$ cat src/hw/rtl/rsi_tt_cell.sv
// One cell of the difference delay line: holds one price difference.
module rsi_tt_cell #(
  parameter int unsigned IDX    = 0,
  parameter int unsigned IDX_W  = 6,
  parameter int unsigned DIFF_W = 33
) (
  input  logic                     clk_i,
  input  logic                     shift_i,
  input  logic [IDX_W-1:0]         tail_idx_i,
  input  logic signed [DIFF_W-1:0] new_diff_i,
  input  logic signed [DIFF_W-1:0] next_diff_i,
  output logic signed [DIFF_W-1:0] diff_o
);

  logic signed [DIFF_W-1:0] diff_q, diff_d;
  logic                     is_tail;

  assign is_tail = (tail_idx_i == IDX_W'(IDX));

  // The tail cell takes the fresh difference, the others take their upper neighbor
  always_comb begin
    if (is_tail) begin
      diff_d = new_diff_i;
    end else begin
      diff_d = next_diff_i;
    end
  end

  always_ff @(posedge clk_i) begin
    if (shift_i) begin
      diff_q <= diff_d;
    end
  end

  assign diff_o = diff_q;

endmodule

$ cat src/hw/rtl/rsi_tt_chain.sv
// Variable-length delay line of price differences built from a row of cells.
module rsi_tt_chain #(
  parameter int unsigned MAX_WINDOW = 64,
  parameter int unsigned DIFF_W     = 33
) (
  input  logic                             clk_i,
  input  logic                             shift_i,
  input  logic [$clog2(MAX_WINDOW)-1:0]    tail_idx_i,
  input  logic signed [DIFF_W-1:0]         new_diff_i,
  output logic signed [DIFF_W-1:0]         oldest_o
);

  localparam int unsigned IdxW = $clog2(MAX_WINDOW);

  logic signed [DIFF_W-1:0] diff [MAX_WINDOW];

  for (genvar i = 0; i < MAX_WINDOW; i++) begin : g_cell
    logic signed [DIFF_W-1:0] next_diff;

    if (i == MAX_WINDOW - 1) begin : g_top
      assign next_diff = new_diff_i;
    end else begin : g_mid
      assign next_diff = diff[i+1];
    end

    rsi_tt_cell #(
      .IDX    (i),
      .IDX_W  (IdxW),
      .DIFF_W (DIFF_W)
    ) u_cell (
      .clk_i       (clk_i),
      .shift_i     (shift_i),
      .tail_idx_i  (tail_idx_i),
      .new_diff_i  (new_diff_i),
      .next_diff_i (next_diff),
      .diff_o      (diff[i])
    );
  end

  // A difference entered at the tail reaches cell 0 after n-1 shifts
  assign oldest_o = diff[0];

endmodule

$ cat config.mk
export PLATFORM = sky130hd
export DESIGN_NAME = rsi_tt_chain
export DESIGN_NICKNAME = d
export VERILOG_FILES = /design/src/hw/rtl/rsi_tt_cell.sv /design/src/hw/rtl/rsi_tt_chain.sv
export SDC_FILE = /design/constraint.sdc
export NUM_CORES = 2
export LEC_CHECK = 0
export BUFFER_PORTS_ARGS = -buffer_cell sky130_fd_sc_hd__buf_4
export CAP_MARGIN = 20
export CORE_MARGIN = 4
export CORE_UTILIZATION = 46
export CTS_CLUSTER_SIZE = 16
export DETAILED_ROUTE_END_ITERATION = 12
export HOLD_SLACK_MARGIN = 0.1
export PLACE_DENSITY = 0.72
export SLEW_MARGIN = 10
export SYNTH_ARGS = -nofsm -noshare
export SYNTH_HDL_FRONTEND = slang
export SYNTH_SLANG_ARGS = --single-unit
export TNS_END_PERCENT = 100
$ cat constraint.sdc
create_clock -name clk_i -period 2.1 [get_ports clk_i]
set_input_delay 0.21 -clock clk_i [delete_from_list [all_inputs] [get_ports clk_i]]
set_output_delay 0.21 -clock clk_i [all_outputs]
set_load 0.02 [all_outputs]
# Word level (Yosys, flattened, before mapping)
# Cells that the tools add are included.
# classes
eq_ne	62
n_mux	63
n_reduce_logical	1
# ops
operator	n
two-way mux 33 bit	63
equality test 6 bit, second input constant	31
equality test 6 x 5 -> 1 bit, second input constant	16
equality test 6 x 4 -> 1 bit, second input constant	8
equality test 6 x 3 -> 1 bit, second input constant	4
equality test 6 x 2 -> 1 bit, second input constant	2
equality test 6 x 1 -> 1 bit, second input constant	1
zero test 6 bit	1
# totals
register_bits	2112
output_inout_bits	33
wordCells	190

# Depth between registers and ports, before layout
# depth
word_depth	2
mapped_depth	6
depth_no_buf	3

# Cells and area by module
# Synthesis repeated with hierarchy kept, for this count alone.
# hier_totals
hier_cells	4561
area_unflattened_um2	96606.4
# modules_own_cells
mod	n_inst	cells_each	area_each_um2	seq_area_each_um2
rsi_tt_cell at g_cell[10].u_cell ...	12	71	1552.7	991.0
rsi_tt_cell at g_cell[21].u_cell ...	8	71	1541.5	991.0
rsi_tt_cell at g_cell[23].u_cell ...	8	71	1438.9	991.0
rsi_tt_cell at g_cell[11].u_cell ...	6	71	1436.4	991.0
rsi_tt_cell at g_cell[53].u_cell ...	4	72	1562.7	991.0
rsi_tt_cell at g_cell[19].u_cell ...	4	72	1561.5	991.0
rsi_tt_cell at g_cell[16].u_cell ...	4	71	1532.7	991.0
rsi_tt_cell at g_cell[31].u_cell ...	4	71	1427.6	991.0
rsi_tt_cell at g_cell[61].u_cell ...	2	72	1582.8	991.0
rsi_tt_cell at g_cell[28].u_cell ...	2	71	1550.2	991.0
rsi_tt_cell at g_cell[1].u_cell ...	2	72	1534.0	991.0
rsi_tt_cell at g_cell[15].u_cell ...	2	71	1418.9	991.0
rsi_tt_cell at g_cell[48].u_cell	1	72	1559.0	991.0
rsi_tt_cell at g_cell[3].u_cell	1	72	1537.7	991.0
4 more rows	-	-	-	-

# Least setup slack after synthesis
# No wires, ideal clock.
# synth_timing
path_type	input-to-reg
from	input tail_idx_i[3]
to	register g_cell[52].u_cell.diff_q[10], data pin
setup_ps	260
arrival_ps	1466
t_required_ps	1840
setup_slack_ps	374
cell_stages	5
path_cell_list	buf_2 > nand4b_2 > nor2_2 > buf_2 > mux2_2
# synth_via
elab_chain_len	2
# synth_rtl
element	line_no	rtl
from (decl)	rsi_tt_chain.sv:8	input logic [$clog2(MAX_WINDOW)-1:0] tail_idx_i,
equality test 6 bit	rsi_tt_cell.sv:18	assign is_tail = (tail_idx_i == IDX_W'(IDX));
two-way mux 33 bit	rsi_tt_cell.sv:22	if (is_tail) begin
via g_cell[52].u_cell.diff_d[10]	rsi_tt_cell.sv:15	logic signed [DIFF_W-1:0] diff_q, diff_d;
to (signal assigned)	rsi_tt_cell.sv:31	diff_q <= diff_d;
to (decl)	rsi_tt_cell.sv:15	
# The timed path passes the listed nets, and every way through them passes these cells.
# A chain may end at the register's enable or synchronous reset.

# Worst setup path after layout
# layout_timing
from	register g_cell[0].u_cell.diff_q[3]
to	output oldest_o[3]
# layout_lines
element	line_no	rtl
from (decl)	rsi_tt_cell.sv:15	
from (signal assigned)	rsi_tt_cell.sv:31	
to (decl)	rsi_tt_chain.sv:10	output logic signed [DIFF_W-1:0] oldest_o
# No word-level cell between the ends.

==> results.py <==
metrics = {
    "synthesis": {
        "synth-seq-cells": 2112,
        "synthDistinctLibCells": 21,
        "syn_nets": 4756,
        "synth_enable_flop_cells": 2112,
        "yosysWarnings": 0,
        "netlist_area_sq_um": 89300,
        "yosys-top-cells-count": "2112 x edfxtp_1, 1633 x mux2_2, 446 x mux2_1",
        "synth_top_area_cell": "edfxtp_1",
        "yosysMostFrequentCell": "edfxtp_1",
        "synth-main-ff-cell": "edfxtp_1",
        "synth-async-reset-ratio_pct": 0,
        "synthDominantCellAreaShare_pct": 71.0,
        "syn_area_per_cell_sq_um": 18.9,
        "ys_top_cells_by_area": "edfxtp_1 71%, mux2_2 21%, mux2_1 5.6%",
        "ys_seq_area_share_pct": 71.0,
        "synthCells": 4715,
    },
    "power_and_ir_drop": {
        "power_density_nw_per_um2": 891,
        "power_switching_mw": 18.4,
        "ir_worst_vdd_v": 0.000647,
        "internal_power_mw": 70.9,
        "p_clk_share_pct": 38.8,
        "seqPwrFrac_pct": 55.9,
        "switching_share_pct": 20.6,
        "p_leak_nw": 34.0,
        "p_comb_share_pct": 5.3,
    },
    "hold_path": {
        "holdPathEnd": "g_cell[22].u_cell.diff_o[5]",
        "min_path_type": "in2reg",
        "min_path_cells": 5,
        "worstHoldStart": "tail_idx_i[0]",
    },
    "floorplan": {
        "dieArea_sq_um": 201000,
        "die_w_um": 449,
        "initial_core_util_pct": 46.3,
        "die_h_um": 449,
        "io_pins": 74,
        "core_area_sq_um": 193000,
        "rows": 161,
    },
    "route": {
        "wl_per_cell_um": 22.2,
        "avgViaCountPerCell": 5.53,
        "routed_wl_mm": 165,
        "antenna_left": 0,
        "dr.pass1.iters": 5,
        "drc_errors": 0,
        "num_vias": 41100,
        "drt_first_iter_violations": 3249,
    },
    "worst_setup_path": {
        "path_delay_family": "flip-flops",
        "cp_slowest_stage_delay_ns": 0.47,
        "r2r_cells": 1,
        "path_cells": "buf_4",
        "critPathSlowestCell": "edfxtp_1",
        "cp.required_ns": 1.89,
        "path_class": "reg2out",
        "r2r_end": "g_cell[0].u_cell.diff_o[11]",
        "rrSetupSlack_ns": 1.08,
        "crit_buf_inv": 1,
        "cp-end-kind": "output pin",
        "critPathLaunchType": "flip-flop",
        "rr_startpoint": "g_cell[1].u_cell.diff_o[11]",
        "cp_data_arrival_time_ns": 1.49,
        "crit_fanout": 1,
    },
    "timing": {
        "rsz0062_at_grt": "false",
        "drv_slew": 0,
        "fin_worst_skew_ns": 0.0289,
        "finalHoldViolCount": 0,
        "setup_viol": 0,
        "post-route-period-util_pct": 80.9,
        "worstMarginPinSlew_ns": 0.891,
        "setup-tns-final_ns": 0,
        "min_period_ns": 1.70,
        "max_slew_margin_pct": 40.6,
        "fmax_mhz": 588,
    },
    "layout": {
        "largest_reg_flops": 2112,
        "multi_input_comb_area_sq_um": 24100,
        "fin_util_pct": 52.0,
        "fill_cells": 14800,
        "nNetsFinal": 4789,
        "drive_gt1_share_pct": 44.1,
        "syn_to_final_growth_pct": 12.3,
        "register_area_sq_um": 63400,
    },
    "global_route": {
        "grt_pass1_wl_mm": 259,
        "grt_max_degree": 125,
        "track_usage_pct": 16.2,
        "overflow": 0,
        "grt_pass1_vias": 43400,
        "grt_antenna_before_repair": 11,
    },
    "placed_design": {
        "dp_hpwl_mm": 90.0,
        "gp_routability_congestion": 0.742,
        "io_buffers": 73,
    },
    "clock_tree": {
        "clock-sinks": 2112,
        "cts_htree_levels": 4,
        "cts_tree": "yes",
        "cts.clk_slew.worst_paths_ns": 0.06,
        "clk_latency_ns": 0.82,
        "clockBufferDepth": 3,
        "cts-root-buf": "clkbuf_16",
        "numCtsBuffers": 204,
        "cts_setup_buffers": 0,
    },
    "run": {
        "drv_cap": 0,
    },
    "outcome": {
        "outcome": "finished clean",
    },
}
cells in the final DEF, fill, tap and decap left out:
master / Yosys / final
clkinv_4: 0 / 2
nand4_1: 1 / 1
bufinv_16: 0 / 12
and4bb_1: 6 / 6
nand4b_1: 1 / 1
clkinv_1: 0 / 53
nor2_1: 1 / 1
and2_1: 1 / 1
edfxtp_1: 2112 / 2112
nand2_2: 8 / 12
inv_6: 0 / 4
clkinv_8: 0 / 1
mux2_2: 1633 / 1633
nor2b_1: 2 / 2
or2_2: 1 / 1
nor2_2: 19 / 6
inv_16: 0 / 2
clkinv_16: 0 / 3
nor2_4: 0 / 13
buf_12: 0 / 107
clkinvlp_4: 0 / 4
clkinv_2: 0 / 29
mux2_1: 446 / 446
clkbuf_1: 201 / 50
nor4_4: 1 / 1
dlygate4sd3_1: 0 / 34
nand2b_1: 2 / 2
nand2_1: 37 / 33
clkbuf_16: 0 / 206
diode_2: 0 / 3
buf_16: 0 / 1
buf_4: 15 / 122
nand4b_2: 3 / 3
nor4b_2: 4 / 4
worst max path at each step:
stage                                          start                      endpoint  slack [ns]  cells past startpoint
final                     g_cell[0].u_cell.diff_o[3]                   oldest_o[3]        0.40                      1
after global routing      g_cell[0].u_cell.diff_o[3]                   oldest_o[3]        0.34                      1
after CTS                 g_cell[0].u_cell.diff_o[3]                   oldest_o[3]        0.30                      1
after detailed placement               tail_idx_i[0]  g_cell[39].u_cell.diff_o[11]       -0.06                      6
after global placement                 tail_idx_i[0]   g_cell[39].u_cell.diff_o[5]       -0.05                      6
after floorplan                        tail_idx_i[3]  g_cell[52].u_cell.diff_o[10]        0.37                      5
per-layer routing:
metal | up-vias | track usage [%] | wire [um]
met5 | - | 0 | 0
met3 | 240 | 2.71 | 6410
met2 | 700 | 27.9 | 83300
met4 | 0 | 4.50 | 3910
met1 | 21600 | 21.3 | 71600
li1 | 18500 | - | -
through the flow:
stage / setup slack [ns] / std cells / hold slack [ns] / power (mW) / instance area [sq um]
final: 0.400 / 7437 / 0.317 / 89.4 / 100000
after global routing: 0.337 / 7436 / 0.306 / 92.7 / 100000
after CTS: 0.304 / 7434 / 0.265 / 90.4 / 100000
after detailed placement: -0.0584 / 7034 / 0.517 / 55.6 / 93700
after global placement: -0.0535 / 7034 / 0.511 / 55.4 / 93700
after floorplan: 0.374 / 4715 / 0.309 / 53.3 / 89300
cell type report:
type | count | share of cell area [%]
antenna | 3 | 0.00748
clock buffer | 256 | 5.32
sequential | 2112 | 63.2
multi-input combinational | 2166 | 24.0
clock inverter | 110 | 0.930
timing repair buffer | 264 | 3.41
tap | 2526 | 3.15
cells by family after synthesis:
group / synth area share, %
mux: 26.2
buf+inv: 2.14
flops: 71.0
simple gates: 0.633
power groups by stage:
stage	registers [mW]	logic [mW]	clock network, mW
global placement	50.8	4.57	0
CTS	50.0	4.80	35.6
detailed placement	50.9	4.69	0
global route	50.2	5.14	37.4
finish	50.0	4.71	34.7
floorplan	50.7	2.66	0
timing repair:
| action | CTS | global route |
|---|---|---|
| gates resized for setup | 0 | 0 |
| hold buffers | 34 | 0 |
| hold endpoints to repair | 399 | 0 |
No activity file was read; power rests on OpenSTA's default activity.
