===== src/hw/rtl/rsi_tt_pkg.sv =====
// Shared types and constants of the RSI threshold trader.
package rsi_tt_pkg;

  localparam int unsigned CfgW  = 7;
  localparam int unsigned HoldW = 8;
  localparam int unsigned CashW = 48;

  // RSI percent scale: 100 * gains is compared against level * (gains + losses)
  localparam logic [CfgW-1:0] RsiScale = 7'd100;

  localparam logic [CfgW-1:0] WindowRst     = 7'd14;
  localparam logic [CfgW-1:0] OversoldRst   = 7'd30;
  localparam logic [CfgW-1:0] OverboughtRst = 7'd70;
  localparam logic [CfgW-1:0] LimitRst      = 7'd3;

  typedef enum logic [1:0] {
    ACT_HOLD = 2'd0,
    ACT_BUY  = 2'd1,
    ACT_SELL = 2'd2
  } action_e;

  typedef enum logic [1:0] {
    REG_WINDOW     = 2'd0,
    REG_OVERSOLD   = 2'd1,
    REG_OVERBOUGHT = 2'd2,
    REG_LIMIT      = 2'd3
  } cfg_reg_e;

  // Item leaving the window stage toward the decision stages
  typedef struct packed {
    logic valid;
    logic ready_res;
  } item_t;

endpackage


===== src/hw/rtl/rsi_tt_decide.sv =====
// Product and decision stages: RSI compare, position and cash update, output register.
module rsi_tt_decide import rsi_tt_pkg::*; #(
  parameter int unsigned PRICE_BITS = 32,
  parameter int unsigned SUM_W      = 38
) (
  input  logic                  clk_i,
  input  logic                  rst_ni,
  input  item_t                 item_i,
  input  logic [PRICE_BITS-1:0] price_i,
  input  logic [SUM_W-1:0]      gain_i,
  input  logic [SUM_W-1:0]      loss_i,
  input  logic [CfgW-1:0]       oversold_i,
  input  logic [CfgW-1:0]       overbought_i,
  input  logic [CfgW-1:0]       limit_i,
  output logic                  take_o,
  output logic                  m_axis_tvalid_o,
  input  logic                  m_axis_tready_i,
  // holding[7:0], cash[55:8], report_order[56], zero fill [63:57]
  output logic [63:0]           m_axis_tdata_o,
  // ready_res[0], action[2:1]
  output logic [2:0]            m_axis_tuser_o
);

  localparam int unsigned TotW = SUM_W + 1;
  localparam int unsigned ProdW = TotW + CfgW;
  localparam int unsigned ExtW = CashW + 2;

  // ---- product stage ----
  logic                  v2_q, v2_d;
  logic                  rdy2_q, nz2_q;
  logic [PRICE_BITS-1:0] price2_q;
  logic [ProdW-1:0]      pg_q, pos_q, pob_q;
  logic [TotW-1:0]       total;
  logic                  load2, mv23, s2_free;

  // ---- decision stage ----
  logic                    v3_q, v3_d;
  logic                    rdy3_q, rep_q, rep_d;
  action_e                 act_q, act_d, dir_q;
  logic signed [HoldW-1:0] hold_q, hold_d;
  logic signed [CashW-1:0] cash_q, cash_d;
  logic signed [HoldW:0]   hold_x, lim_x;
  logic [ExtW-1:0]         cash_x, price_x, cash_sub, cash_add;
  logic [CashW-1:0]        sub_sat, add_sat;
  logic                    buy, sell;

  assign mv23    = v2_q && (!v3_q || m_axis_tready_i);
  assign s2_free = !v2_q || mv23;
  assign load2   = item_i.valid && s2_free;
  assign take_o  = s2_free;

  assign total = TotW'(gain_i) + TotW'(loss_i);

  always_comb begin
    v2_d = v2_q;
    if (load2) begin
      v2_d = 1'b1;
    end else if (mv23) begin
      v2_d = 1'b0;
    end
  end

  always_ff @(posedge clk_i or negedge rst_ni) begin
    if (!rst_ni) begin
      v2_q <= 1'b0;
    end else begin
      v2_q <= v2_d;
    end
  end

  always_ff @(posedge clk_i) begin
    if (load2) begin
      rdy2_q   <= item_i.ready_res;
      nz2_q    <= (total != '0);
      price2_q <= price_i;
      pg_q     <= ProdW'(gain_i) * ProdW'(RsiScale);
      pos_q    <= ProdW'(total) * ProdW'(oversold_i);
      pob_q    <= ProdW'(total) * ProdW'(overbought_i);
    end
  end

  // Position limits compared in one extra bit so that -limit fits
  assign hold_x = {hold_q[HoldW-1], hold_q};
  assign lim_x  = $signed({2'b00, limit_i});

  assign buy  = rdy2_q && nz2_q && (pg_q < pos_q) && (hold_x < lim_x);
  assign sell = rdy2_q && nz2_q && !buy && (pg_q > pob_q) && (hold_x > -lim_x);

  assign cash_x   = {{2{cash_q[CashW-1]}}, cash_q};
  assign price_x  = ExtW'(price2_q);
  assign cash_sub = cash_x - price_x;
  assign cash_add = cash_x + price_x;

  // Saturate when the guard bits disagree with the result sign
  always_comb begin
    sub_sat = cash_sub[CashW-1:0];
    if (cash_sub[ExtW-1:CashW-1] != '0 && cash_sub[ExtW-1:CashW-1] != '1) begin
      sub_sat = cash_sub[ExtW-1] ? {1'b1, {(CashW-1){1'b0}}} : {1'b0, {(CashW-1){1'b1}}};
    end
    add_sat = cash_add[CashW-1:0];
    if (cash_add[ExtW-1:CashW-1] != '0 && cash_add[ExtW-1:CashW-1] != '1) begin
      add_sat = cash_add[ExtW-1] ? {1'b1, {(CashW-1){1'b0}}} : {1'b0, {(CashW-1){1'b1}}};
    end
  end

  always_comb begin
    act_d  = ACT_HOLD;
    hold_d = hold_q;
    cash_d = cash_q;
    if (buy) begin
      act_d  = ACT_BUY;
      hold_d = hold_q + 8'sd1;
      cash_d = $signed(sub_sat);
    end else if (sell) begin
      act_d  = ACT_SELL;
      hold_d = hold_q - 8'sd1;
      cash_d = $signed(add_sat);
    end
    rep_d = (act_d != ACT_HOLD) && (act_d != dir_q);
  end

  always_comb begin
    v3_d = v3_q;
    if (mv23) begin
      v3_d = 1'b1;
    end else if (m_axis_tready_i) begin
      v3_d = 1'b0;
    end
  end

  always_ff @(posedge clk_i or negedge rst_ni) begin
    if (!rst_ni) begin
      v3_q   <= 1'b0;
      hold_q <= '0;
      cash_q <= '0;
      dir_q  <= ACT_HOLD;
    end else begin
      v3_q <= v3_d;
      if (mv23) begin
        hold_q <= hold_d;
        cash_q <= cash_d;
        if (act_d != ACT_HOLD) begin
          dir_q <= act_d;
        end
      end
    end
  end

  always_ff @(posedge clk_i) begin
    if (mv23) begin
      rdy3_q <= rdy2_q;
      act_q  <= act_d;
      rep_q  <= rep_d;
    end
  end

  assign m_axis_tvalid_o = v3_q;
  assign m_axis_tdata_o  = {7'b0, rep_q, cash_q, hold_q};
  assign m_axis_tuser_o  = {act_q, rdy3_q};

  ap_warm_hold : assert property (@(posedge clk_i) disable iff (!rst_ni)
    v3_q && !rdy3_q |-> act_q == ACT_HOLD && !rep_q)
    else $error("order issued during warm-up");

  ap_report_order : assert property (@(posedge clk_i) disable iff (!rst_ni)
    v3_q && rep_q |-> act_q != ACT_HOLD)
    else $error("order report without an order");

  ap_buy_step : assert property (@(posedge clk_i) disable iff (!rst_ni)
    mv23 && buy |=> hold_q == $past(hold_q) + 8'sd1)
    else $error("buy did not raise the holding by one");

  ap_hold_range : assert property (@(posedge clk_i) disable iff (!rst_ni)
    hold_q != 8'sh80)
    else $error("holding left its range");

endmodule


===== config.mk =====
export PLATFORM = sky130hd
export DESIGN_NAME = rsi_tt_decide
export DESIGN_NICKNAME = d
export VERILOG_FILES = /design/src/hw/rtl/rsi_tt_pkg.sv /design/src/hw/rtl/rsi_tt_decide.sv
export SDC_FILE = /design/constraint.sdc
export NUM_CORES = 2
export LEC_CHECK = 0
export BUFFER_PORTS_ARGS = -buffer_cell sky130_fd_sc_hd__buf_2
export CAP_MARGIN = 20
export CORE_ASPECT_RATIO = 1.75
export CORE_MARGIN = 10
export CORE_UTILIZATION = 58
export DETAILED_ROUTE_END_ITERATION = 8
export PLACE_DENSITY = 0.87
export REMOVE_ABC_BUFFERS = 1
export SLEW_MARGIN = 20
export SYNTH_ARGS = -nofsm -noshare
export SYNTH_HDL_FRONTEND = slang
export SYNTH_SLANG_ARGS = --single-unit

===== constraint.sdc =====
create_clock -name clk_i -period 5.05 [get_ports clk_i]
set_input_delay 0.2525 -clock clk_i [delete_from_list [all_inputs] [get_ports clk_i]]
set_output_delay 0.2525 -clock clk_i [all_outputs]
set_load 0.1 [all_outputs]

==> metrics, run 1 <==
status=did not finish; Fail Step=global routing; first error=[ERROR GRT-0232] Routing congestion too high. Check the congestion heatmap in the GUI.; root buffer selected by CTS=clkbuf_16; CTS Buf Count=27; Syn Inst Count=~4300; total placed cells including tap cells=about 5700; Port Buf Inserts=approximately 200; most numerous cell in the Yosys netlist=inv_1; post-synth top area cell=fa_1; Mapped Area=about 38000 um2; grt total ovfl=between 100 and 150; top cells by count, synth=inv_1, ha_1, fa_1; Crit. endpoint post-GRT repair=pob_q[45]$_DFFE_PP_/D; routability cong.=1.087; Max H-tree Level=1; die width=about 210 um; placed wire-length estimate=just over 100000 um; GRT Util Overall=0.5833; worst_ep kind=sequential cell input; Rows=about 120; starting density of the core=0.5830; I/O pins=203; ys flop type=edfxtp_1; largest net degree at the start of global routing=99; Yosys cell types=78; Synth top area share=0.2139; syn avg cell area=between 8 and 9 um2; asr flop ratio synth=0.2575; EDFF count, synth=roughly 170; Die Span Y=358.2 um; top post-synthesis cells by area=fa_1, ha_1, edfxtp_1, inv_1, and2_1; Yosys warning count=0; Max Buffers Root-to-Sink=3; Seq/Total Area, Yosys=0.1767; Sink Count=233; synthesized flop and latch total=~230
[logic make-up after synthesis]
group | share of synthesized area
muxes | 0.0005612
buffers and inverters | 0.08775
adders and majority gates | 0.3645
DFF | 0.1767
xor gates and xnor gates | 0.04737
AOI/OAI and AO/OA | 0.1581
and+or+nand+nor | 0.1650
other | 0.00009894
[routing by layer]
| metal | GRT overflow | track usage |
|---|---|---|
| met1 | 1 | 0.5454 |
| met2 | 64 | 0.7707 |
| met3 | 5 | 0.4393 |
| met4 | 53 | 0.5974 |
| met5 | 0 | 0.1209 |
[repair_timing]
| action | in CTS |
|---|---|
| resized for setup | 389 |
| pin swaps | 257 |
| setup buffers | 72 |
| setup endpoints to repair | 73 |
| endpoints found under the hold margin | 95 |
| hold buffers | 36 |
[stage by stage]
stage / util / area, um2 / setup slack [ns]
after global placement: 0.6747 / 43860 / -2.897
after CTS: 0.7293 / 47410 / -1.596
after floorplan: - / 37210 / -2.157
after detailed placement: 0.6747 / 43860 / -2.980
==> run 2: changes to the inputs <==
Settings changed: CORE_ASPECT_RATIO 1.75 to not set, CORE_UTILIZATION 58 to 40, PLACE_DENSITY 0.87 to not set, PLACE_DENSITY_LB_ADDON set to 0.15.
Clock period 5.05 ns to 6.6 ns, I/O delays scaled along.
==> run 2 against run 1 <==
  * The flow now finishes, with violations (setup timing)
  * Synthesized area stayed put
  * Synthesized cell count did not move
==> metrics, run 2 <==
initial antenna violation count=7; Max Buffers Root-to-Sink=3; GRT Util Overall=0.2146; Routed Antenna Nets=0; final hold violations=0; Synth Area in Simple Gates=0.1650; post-synth top area cell=fa_1; Finished Layout Cells=between 6000 and 7000; unrepaired setup endpoints after global routing=yes; max_slew headroom=0.2633; setup TNS=-0.6127 ns; max-slew violations=0; Yosys cell types=~80; CP Data Required Time=slightly below 7 ns; total placed cells including tap cells=6065; starting density of the core=0.4049; CP Max Fanout=4; I/O pins=203; # DRC=0; Yosys warning count=0; First-pass DRT Iterations=5; Top Registers=cash_q: 48 flops, pob_q: 46 flops, pos_q: 46 flops; asr flop ratio synth=0.2575; CP endpoint kind=register; adder-cell share of the synthesized area=0.3645; WS Path Type=primary input to register; DR vias/cell=5.191; Synth Area in XOR/XNOR=0.04737; Worst-Margin Slew=between 1 and 1.5 ns; Setup Skew=~0.017 ns; synthesized flop and latch total=around 230; Rows=about 110; Sink Count=about 230; most numerous cell in the Yosys netlist=inv_1; mux cell area share after synthesis=0.0005612; grt total ovfl=0; MaxCap Viol Count=0; Syn Inst Count=4287; Peak Freq=~150 MHz; Tmin final=slightly below 7 ns; EDFF count, synth=approximately 170; number of global-route vias before repair=between 30000 and 40000; final worst-path cycle share=1.031; Mapped Area=about 38000 um2; TritonCTS clock tree=built; Seq/Total Area, Yosys=0.1767; placed wire-length estimate=approximately 96000 um; via count of the routed design=between 30000 and 40000; wire length per cell=between 15 and 20 um; area of the die=roughly 110000 um2; max reg flops=48; worst min-delay path class=primary input to register; most frequent cells in the layout=inv_1, buf_4, ha_1; CP max-delay cell=fa_1; WP buf/inv=9; CP Data Arrival Time=7.14 ns; Die Span Y=between 300 and 400 um; Synth top area share=0.2139; die width=~330 um; filler instances=approximately 9000; CTS Buf Count=29; complex-gate fraction of the synthesized area=0.1581; initial drt markers=1728; Final Routed Wirelength=118400 um; clk_lat worst skew=0.58 ns; Max H-tree Level=1; Clock transition at path regs=0.07 ns; # setup viols final=4; layout cell share with drive strength beyond 1=0.2161; Port Buf Inserts=around 200; first-pass GRT wire length=~190000 um; Setup crit start kind=primary input; root buffer selected by CTS=clkbuf_16; slowest stage delay, CP=roughly 0.55 ns; area grow syn2layout=24.29%; failing checks=setup timing; commonest non-fill, non-tap cell in the layout=inv_1; Nets=slightly below 6000; ys flop type=edfxtp_1; top post-synthesis cells by area=fa_1, ha_1, edfxtp_1, inv_1, and2_1; top cells by count, synth=inv_1, ha_1, fa_1; routability cong.=about 0.94; critical path's top delay family=adder cells; fin worst setup slack=-0.2051 ns; reg2reg setup slack=approximately 1.2 ns; Top reg by flops=cash_q; core box area=93610 um2; syn avg cell area=about 8.8 um2; largest net degree at the start of global routing=roughly 70; Hold WS=0.05091 ns; largest family of logic cells by synthesized area=adder cells; status=finished, violations left
-- run 2: cell counts after synthesis --
Identical to the previous run, type by type.
-- run 2: cell families (layout without fill, tap and decap cells) --
family,count (synthesis),count (layout)
simple gates,1178,1178
compound gates,931,931
buf+inv,876,1544
fa+ha+maj,861,861
flops,233,233
xor+xnor,205,205
mux,2,2
other cells,1,14
-- run 2: tightest hold or removal path, cell delays in order --
cell and delay [ns]:
buf_2 0.08, nand2b_1 0.12, nand2b_1 0.06
-- run 2: worst paths after layout --
| kind | from | endpoint | cells past startpoint |
|---|---|---|---|
| worst max register to register | cash_q[4] | cash_q[39] | 13 |
| min in group asynchronous | rst_ni | cash_q[5] | 3 |
| max in group asynchronous | rst_ni | cash_q[34] | 3 |
| worst min register to register | v2_q | m_axis_tvalid_o | 1 |
| worst max-delay path | loss_i[0] | pob_q[45] | 33 |
| worst min-delay path | m_axis_tready_i | m_axis_tvalid_o | 3 |
-- run 2: cell type report --
class                   count  area (um2)  area share
clock inverters            16       117.6    0.002497
well taps                1254        1569     0.03331
diodes                      7       17.52   0.0003719
inverters                 696        2613     0.05546
repair buffers            795        5891      0.1250
clock buffers              37       755.7     0.01604
multi-input cells        3184       29450      0.6251
flip-flops and latches    233        6696      0.1422
-- run 2: what timing repair did --
item	4_1_cts	5_1_grt
hold buffers	35	0
gates resized for setup	147	195
buffers inserted	29	36
hold endpoints to repair	61	0
endpoints found under the setup margin	50	37
pin swaps	71	135
gates cloned	0	1
-- run 2: per-stage QoR --
stage | setup slack [ns] | area [um2] | utilization
floorplan | -0.6849 | 37210 | -
detailed placement | -1.632 | 43700 | 0.4669
global placement | -1.575 | 43700 | 0.4669
global route | -0.4072 | 47090 | 0.5030
CTS | -0.2267 | 45810 | 0.4894
finish | -0.2051 | 47110 | 0.5032
-- run 2: layer usage --
layer  share of wire  vias up  wire length (um)  global-route usage
li1                -    15610                 -                   -
met1            0.47    15960             55400              0.2974
met2            0.47      610             55460              0.3612
met3           0.043      115              5114             0.01983
met4           0.020        4              2367             0.04478
met5         0.00016        -                19                   0
Power of run 2 is left out: the tool's default activity adds up to more than one toggle a clock period on the data nets, which glitch-free logic cannot reach.
